$ cat config.mk
export PLATFORM = sky130hd
export DESIGN_NAME = hfe_ctrl
export DESIGN_NICKNAME = d
export VERILOG_FILES = /design/src/hdl/hfe_pkg.sv /design/src/hdl/hfe_ctrl.sv
export SDC_FILE = /design/constraint.sdc
export NUM_CORES = 1
export LEC_CHECK = 0
export ABC_CLOCK_PERIOD_IN_PS = 1400
export BUFFER_PORTS_ARGS = -buffer_cell sky130_fd_sc_hd__buf_4
export CAP_MARGIN = 20
export CORE_MARGIN = 5
export CORE_UTILIZATION = 45
export DETAILED_ROUTE_END_ITERATION = 6
export PLACE_DENSITY = 0.71
export SLEW_MARGIN = 40
export SYNTH_ARGS = -nofsm -noshare
export SYNTH_HDL_FRONTEND = slang
export SYNTH_SLANG_ARGS = --single-unit
$ cat constraint.sdc
create_clock -name clk_i -period 1.4 [get_ports clk_i]
set_input_delay 0.28 -clock clk_i [delete_from_list [all_inputs] [get_ports clk_i]]
set_output_delay 0.28 -clock clk_i [all_outputs]
set_load 0.05 [all_outputs]
$ cat src/hdl/hfe_pkg.sv
// Package for the Hermite function evaluator: shared constants, coefficient tables,
// controller state and command types, and rounding helpers. No dependencies.
package hfe_pkg;

  localparam int unsigned ORDER_W       = 6;
  localparam int unsigned POS_W         = 16;
  localparam int unsigned VALUE_W       = 17;
  localparam int unsigned MAX_ORDER_DEF = 32;
  localparam int unsigned TAB_DEPTH     = 1 << ORDER_W;
  localparam int unsigned TAYLOR_TERMS  = 13;
  localparam int unsigned TERM_W        = 4;

  localparam logic [32:0] INV_PI_Q30     = 33'd806514912;
  localparam logic [29:0] HALF_LOG2E_Q30 = 30'd774541002;
  localparam logic [29:0] LN2_Q30        = 30'd744261118;
  localparam int          NORM_BIAS      = 44;
  localparam logic signed [VALUE_W-1:0] VALUE_MAX = 17'sd65535;
  localparam logic signed [VALUE_W-1:0] VALUE_MIN = -17'sd65536;

  typedef logic [30:0] coef_tab_t [TAB_DEPTH];
  typedef logic [32:0] rcp_tab_t [16];

  typedef enum logic [3:0] {
    ST_IDLE, ST_INIT, ST_STEP_MUL, ST_STEP_NORM, ST_GAUSS_Y, ST_GAUSS_U,
    ST_TAY_MUL, ST_TAY_RCP, ST_TAY_UPD, ST_FIN_MUL, ST_FIN_SHIFT, ST_RESULT
  } state_e;

  typedef struct packed {
    logic               load;
    logic               init;
    logic               step_mul;
    logic               step_norm;
    logic               gauss_y;
    logic               gauss_u;
    logic               tay_mul;
    logic               tay_rcp;
    logic               tay_upd;
    logic               fin_mul;
    logic               fin_shift;
    logic               out_load;
    logic [ORDER_W-1:0] k;
    logic [TERM_W-1:0]  j;
  } cmd_t;

  typedef struct packed {
    logic [ORDER_W-1:0] order;
    logic               too_large;
  } status_t;

  // Restoring division, used only while building constant tables.
  function automatic logic [63:0] udiv_const(input logic [63:0] num, input logic [63:0] den);
    logic [64:0] rem;
    logic [63:0] quo;
    rem = '0;
    quo = '0;
    for (int i = 63; i >= 0; i--) begin
      rem = {rem[63:0], num[i]};
      if (rem >= {1'b0, den}) begin
        rem    = rem - {1'b0, den};
        quo[i] = 1'b1;
      end
    end
    return quo;
  endfunction

  function automatic logic [63:0] isqrt_const(input logic [63:0] v);
    logic [63:0] res;
    logic [63:0] bitv;
    logic [63:0] rem;
    res  = '0;
    bitv = 64'd1 << 62;
    rem  = v;
    for (int i = 0; i < 32; i++) begin
      if (rem >= res + bitv) begin
        rem = rem - (res + bitv);
        res = (res >> 1) + bitv;
      end else begin
        res = res >> 1;
      end
      bitv = bitv >> 2;
    end
    return res;
  endfunction

  function automatic coef_tab_t build_a_tab();
    coef_tab_t t;
    for (int k = 0; k < TAB_DEPTH; k++) begin
      t[k] = 31'(isqrt_const(udiv_const(64'd1 << 61, 64'(k + 1))));
    end
    return t;
  endfunction

  function automatic coef_tab_t build_b_tab();
    coef_tab_t t;
    for (int k = 0; k < TAB_DEPTH; k++) begin
      t[k] = 31'(isqrt_const((64'd1 << 60) - udiv_const(64'd1 << 60, 64'(k + 1))));
    end
    return t;
  endfunction

  function automatic rcp_tab_t build_rcp_tab();
    rcp_tab_t t;
    t[0] = '0;
    for (int k = 1; k < 16; k++) begin
      t[k] = 33'(udiv_const(64'd1 << 32, 64'(k)));
    end
    return t;
  endfunction

  localparam coef_tab_t A_TAB   = build_a_tab();
  localparam coef_tab_t B_TAB   = build_b_tab();
  localparam rcp_tab_t  RCP_TAB = build_rcp_tab();

  // Arithmetic right shift that rounds half away from zero.
  function automatic logic signed [63:0] rshr(input logic signed [63:0] v,
                                              input logic [5:0] s);
    logic [63:0] mag;
    logic [63:0] half;
    if (s == 6'd0) begin
      return v;
    end
    mag  = v[63] ? (64'd0 - 64'(v)) : 64'(v);
    half = 64'd1 << (s - 6'd1);
    mag  = (mag + half) >> s;
    return v[63] ? $signed(64'd0 - mag) : $signed(mag);
  endfunction

endpackage

$ cat src/hdl/hfe_ctrl.sv
// Controller of the Hermite function evaluator: sequences the recurrence, the Gaussian
// series and the output handshake. Depends on hfe_pkg.
module hfe_ctrl (
  input  logic             clk_i,
  input  logic             rst_ni,
  input  logic             in_valid_i,
  output logic             in_ready_o,
  output logic             out_valid_o,
  input  logic             out_ready_i,
  input  hfe_pkg::status_t status_i,
  output hfe_pkg::cmd_t    cmd_o
);

  hfe_pkg::state_e state_q, state_d;
  logic [hfe_pkg::ORDER_W-1:0] k_q, k_d;
  logic [hfe_pkg::TERM_W-1:0]  j_q, j_d;
  logic                        ov_q, ov_d;

  always_ff @(posedge clk_i or negedge rst_ni) begin
    if (!rst_ni) begin
      state_q <= hfe_pkg::ST_IDLE;
      k_q     <= '0;
      j_q     <= '0;
      ov_q    <= 1'b0;
    end else begin
      state_q <= state_d;
      k_q     <= k_d;
      j_q     <= j_d;
      ov_q    <= ov_d;
    end
  end

  always_comb begin
    state_d    = state_q;
    k_d        = k_q;
    j_d        = j_q;
    ov_d       = ov_q && !out_ready_i;
    in_ready_o = 1'b0;
    cmd_o      = '0;
    cmd_o.k    = k_q;
    cmd_o.j    = j_q;
    case (state_q)
      hfe_pkg::ST_IDLE: begin
        in_ready_o = 1'b1;
        if (in_valid_i) begin
          cmd_o.load = 1'b1;
          state_d    = hfe_pkg::ST_INIT;
        end
      end
      hfe_pkg::ST_INIT: begin
        cmd_o.init = 1'b1;
        k_d        = '0;
        if (status_i.too_large) state_d = hfe_pkg::ST_RESULT;
        else if (status_i.order == '0) state_d = hfe_pkg::ST_GAUSS_Y;
        else state_d = hfe_pkg::ST_STEP_MUL;
      end
      hfe_pkg::ST_STEP_MUL: begin
        cmd_o.step_mul = 1'b1;
        state_d        = hfe_pkg::ST_STEP_NORM;
      end
      hfe_pkg::ST_STEP_NORM: begin
        cmd_o.step_norm = 1'b1;
        k_d             = k_q + 1'b1;
        state_d = (k_d == status_i.order) ? hfe_pkg::ST_GAUSS_Y : hfe_pkg::ST_STEP_MUL;
      end
      hfe_pkg::ST_GAUSS_Y: begin
        cmd_o.gauss_y = 1'b1;
        state_d       = hfe_pkg::ST_GAUSS_U;
      end
      hfe_pkg::ST_GAUSS_U: begin
        cmd_o.gauss_u = 1'b1;
        j_d           = 4'd1;
        state_d       = hfe_pkg::ST_TAY_MUL;
      end
      hfe_pkg::ST_TAY_MUL: begin
        cmd_o.tay_mul = 1'b1;
        state_d       = hfe_pkg::ST_TAY_RCP;
      end
      hfe_pkg::ST_TAY_RCP: begin
        cmd_o.tay_rcp = 1'b1;
        state_d       = hfe_pkg::ST_TAY_UPD;
      end
      hfe_pkg::ST_TAY_UPD: begin
        cmd_o.tay_upd = 1'b1;
        if (j_q == hfe_pkg::TERM_W'(hfe_pkg::TAYLOR_TERMS)) begin
          state_d = hfe_pkg::ST_FIN_MUL;
        end else begin
          j_d     = j_q + 1'b1;
          state_d = hfe_pkg::ST_TAY_MUL;
        end
      end
      hfe_pkg::ST_FIN_MUL: begin
        cmd_o.fin_mul = 1'b1;
        state_d       = hfe_pkg::ST_FIN_SHIFT;
      end
      hfe_pkg::ST_FIN_SHIFT: begin
        cmd_o.fin_shift = 1'b1;
        state_d         = hfe_pkg::ST_RESULT;
      end
      hfe_pkg::ST_RESULT: begin
        if (!ov_q || out_ready_i) begin
          cmd_o.out_load = 1'b1;
          ov_d           = 1'b1;
          state_d        = hfe_pkg::ST_IDLE;
        end
      end
      default: begin
        state_d = hfe_pkg::ST_IDLE;
      end
    endcase
  end

  assign out_valid_o = ov_q;

endmodule

* After elaboration in Yosys (flattened, before gate mapping)
Cells that the tools add are included.
** Word-level totals
- Memory bits (writable) :: 0
- Flip-flop bits (word level) :: 15
- Bits in read-only memories :: 0
- Bits in latches :: 0
- Memories :: 0
- Input port bits :: 11
** Operators by class
- Shift operators :: 0
- Div/mod/pow operators :: 0
- Magnitude comparators :: 0
- Add/sub/neg operators :: 2
- Mux-type cells :: 27
- Bitwise operators :: 0
- Reduce and logical (&&, ||, !) cells :: 10
- Eq/ne operators :: 16
- Multiply operators :: 0
** Operators with widths (count)
- $pmux W4 S12 :: 1
- $eq A4 B4 Y1 const B :: 5
- $mux W4 :: 5
- $mux W1 :: 17
- $eq A4 B3 Y1 const B :: 4
- $pmux W6 S2 :: 1
- $eq A4 B2 Y1 const B :: 2
- $pmux W4 S2 :: 1
- $add A6 B1 Y6 const B :: 1
- $eq A6 B6 Y1 :: 1
- $logic_not A6 Y1 :: 1
- $mux W3 :: 2
- $ne A2 B2 Y1 const B :: 3
- $add A4 B1 Y4 const B :: 1
- $eq A4 B1 Y1 const B :: 1
- $logic_not A4 Y1 :: 1
- $reduce_and A2 Y1 :: 2
- $reduce_bool A2 Y1 :: 2
- $logic_not A1 Y1 :: 2
- $logic_and A1 B1 Y1 :: 1
- $logic_or A1 B1 Y1 :: 1

* Longest topological paths before layout
- Depth in word-level cells :: 4
- Mapped depth :: 8
- Gate-level depth less buffers :: 7

* Least setup slack after synthesis
Ideal clock, no wire load.
- Path type :: register -> register
- From :: register state_q[1]
- To :: register state_q[2]
- Library setup time :: 0.064 ns
- Path buffers :: 1
- Cell stages (with the launch flop) :: 7
- Arrival :: 2.109 ns
- Period minus slack after synthesis :: 2.173 ns
- Path slack :: -0.773 ns
- Path through :: dfrtp_1 > buf_6 > inv_2 > nand2_1 > nor3_1 > a211o_1 > a21o_1
** Between the ends
- Longest elaborated chain between the ends :: 3
- Elaborated cells between the ends (all ways) :: 16
** RTL lines
- from (decl) :: line hfe_ctrl.sv:14 : hfe_pkg::state_e state_q, state_d;
- from (signal assigned) :: line hfe_ctrl.sv:21 : state_q <= hfe_pkg::ST_IDLE;
- from (signal assigned) :: line hfe_ctrl.sv:26 : state_q <= state_d;
- $eq A4 B4 Y1 / $logic_not A4 Y1 (equally long branches) :: line hfe_ctrl.sv:42 : case (state_q)
- $ne A2 B2 Y1 (no line)
- $reduce_and A2 Y1 (no line)
Several ways; a longest one is shown, not always the timed one.
A chain may end at the register's enable or synchronous reset.

==> flow_summary.ini <==
[outcome]
violations = negative setup slack
outcome = finished, violations left

[layout]
nFillCells = 121
num_antenna_cells = 0
drive_gt1_frac = 0.6465
area_growth_pct = 91.23
fin_nets = 230

[power]
power.total_mw = 5.087
p_leak_nw = 0.9718
pwr_density_cell_mw_per_mm2 = 2391
worst_ir_drop_vdd_mv = 1.838

[route]
wirelength_microns = 4183
drt_iter0_drc = 49
viasPerCell = 5.424
vias = 1329
ant_nets = 0
first_pass_iters = 4
drc = 0
wl_per_cell_microns = 17.07

[floorplanning]
rows = 18
core_sq_mm = 0.002410
boundaryPins = 35
die_w_microns = 59.72
die_h_microns = 59.72
dieArea_sq_mm = 0.003566
start_util = 0.4616

[timing]
hold_violations = 0
drv_slew = 0
finClkSkew_ns = 0.001215
worst_slack_ns = -0.3234
maxSlewHeadroom = 0.7579
tightest_slew_ns = 0.3632
timing.final.crit_share = 1.231
setup-violations-final = 18
rsz0062_at_grt = yes
period_needed_ns = 1.723
max_freq_mhz = 580.2
hold_slack_ns = 0.3156

[clock_network]
clock_sinks = 15
cts_buffers = 3
clockRootBuffer = clkbuf_4
htreeDepth = 1
clk_path_buf_depth = 2
clkLatencyLatePin_ns = 0.30
clkSlewWorstSetupHoldPaths_ns = 0.10
cts_tree = built

[logic_synthesis]
synthTopCellsByArea = dfrtp_1 (34%), nand2_1 (6.4%), nor2_1 (5.4%), xnor2_1 (4.7%), xor2_1 (4.7%)
synth_cells = 137
syn_nets = 151
synth_top_flop_cell = dfrtp_1
syn_area_sq_mm = 0.001112
syn_avg_cell_area_sq_um = 8.119
ys_top_cells_by_count = nand2_1 (19), nor2_1 (16), dfrtp_1 (15)
seq_area_frac_synth = 0.3375
yosys_warnings = 0
ys_types = 41
yosys.area.top_type = dfrtp_1
yosysTopAreaCellShare = 0.3375
ys_async_sr_fraction = 1.000
synth-edff-count = 0
yosysMostFrequentCell = nand2_1
ys_ff_latch = 15

[global_route]
grt-ovfl-total = 0
grt_pass1_wl_microns = 6334
antenna_found_initial = 0
grt.total_usage = 0.2356
grt_max_degree = 16
grt_pass1_vias = 1343

[setup_path]
required_ns = 1.12
cp-end-kind = primary output
crit_family = flip-flops
r2r_end = state_q[2]$_DFFE_PN0P_
critical_path_class = flop to primary output
cp_max_fo = 5
regToRegSetupSlack_ns = -0.12
cp_num_buf_inv = 2
reg2reg_depth = 7
cp-start-kind = flop
max_stage_delay_ns = 0.49
critical_path_arrival_ns = 1.44
critical_path.cell_chain = nor2_2, nand2_2, clkinvlp_4, and2_4, buf_8
r2r-start = state_q[0]$_DFFE_PN0P_
slowest_stage = dfrtp_2

[placement]
gp_congestion = 0.9476
numPortBuffers = 34
dp_hpwl_microns = 2726

[min_path]
holdPathEnd = out_valid_o$_DFF_PN0_
min_path_type = input pin to flop
min_from = out_ready_i
hold-path-cell-count = 3

[job]
drv_cap = 0
## what timing repair did
| item | 4_1_cts | 5_1_grt |
|---|---|---|
| pin swaps | 4 | 7 |
| endpoints found under the setup margin | 17 | 28 |
| cloned | 0 | 0 |
| resized for setup | 27 | 19 |
| hold buffers | 1 | 0 |
| endpoints found under the hold margin | 15 | 0 |
| buffers inserted | 9 | 4 |
## worst min-delay path, stage by stage
cell and delay [ns]:
buf_4 0.08, nand2b_1 0.16, nand2_1 0.07
## where the power goes
| group | switching, mW | internal [mW] |
|---|---|---|
| combinational | 2.18 | 1.73 |
| clock | 0.169 | 0.107 |
| sequential | 0.281 | 0.618 |
## cells by family after synthesis
kind of cell,Yosys count,share of synthesized area
simple gates,65,0.2970
fa+ha+maj,3,0.03375
mux,1,0.008999
compound gates,28,0.1676
xor+xnor,12,0.09449
flops,15,0.3375
buf+inv,13,0.06073
## per-stage QoR
step           setup WS, ns  TNS, ns  instances  area [sq um]    util
5_1_grt             -0.3677   -4.872        245          2127  0.8827
4_1_cts             -0.2910   -3.279        241          2022  0.8390
3_3_place_gp        -0.2289  -0.4294        227          1818  0.7544
6_report            -0.3234   -3.772        245          2127  0.8827
3_5_place_dp        -0.2586  -0.6063        227          1818  0.7544
2_1_floorplan       -0.2205   -1.099        137          1338       -
## registers in the layout, indices dropped and copies added, names as in the netlist
name,count
out_valid_o,1
state_q,4
k_q,6
j_q,4
## worst max-delay path by stage
stage	start	endpoint	slack [ns]	cells after the start
after global placement	status_i[4]	state_q[1]$_DFFE_PN0P_	-0.23	6
after global routing	state_q[1]$_DFFE_PN0P_	cmd_o[21]	-0.37	5
after floorplan	j_q[1]$_DFFE_PN0P_	state_q[2]$_DFFE_PN0P_	-0.22	7
after detailed placement	status_i[4]	state_q[1]$_DFFE_PN0P_	-0.26	6
after CTS	state_q[0]$_DFFE_PN0P_	cmd_o[19]	-0.29	4
final	state_q[1]$_DFFE_PN0P_	cmd_o[21]	-0.32	5
## layout make-up
class,count,area (sq um),share of cell area
well taps,30,37.54,0.01765
clock buffers,3,22.52,0.01059
multi-input cells,109,909.6,0.4276
flip-flops and latches,15,389.1,0.1829
repair buffers,81,728.2,0.3424
clock inverters,1,5.005,0.002353
inverters,6,35.03,0.01647
## routing by layer
| layer | GRT usage | share of wire | vias to the layer above |
|---|---|---|---|
| li1 | - | - | 632 |
| met1 | 0.2838 | 0.39 | 639 |
| met2 | 0.4228 | 0.52 | 46 |
| met3 | 0.04752 | 0.056 | 12 |
| met4 | 0.06013 | 0.023 | 0 |
| met5 | 0 | 0 | - |
## layout by cell type, fill, tap and decap left out, drive strengths merged, types with 6 or more instances in the layout
cell / Yosys / final
dfrtp: 15 / 15
nand2: 19 / 19
nor3: 6 / 6
a21oi: 7 / 7
buf: 6 / 80
xor2: 6 / 6
nor2: 17 / 17
nand3: 6 / 6
o21ai: 10 / 10
xnor2: 6 / 6
(Power assumes the default switching activity.)
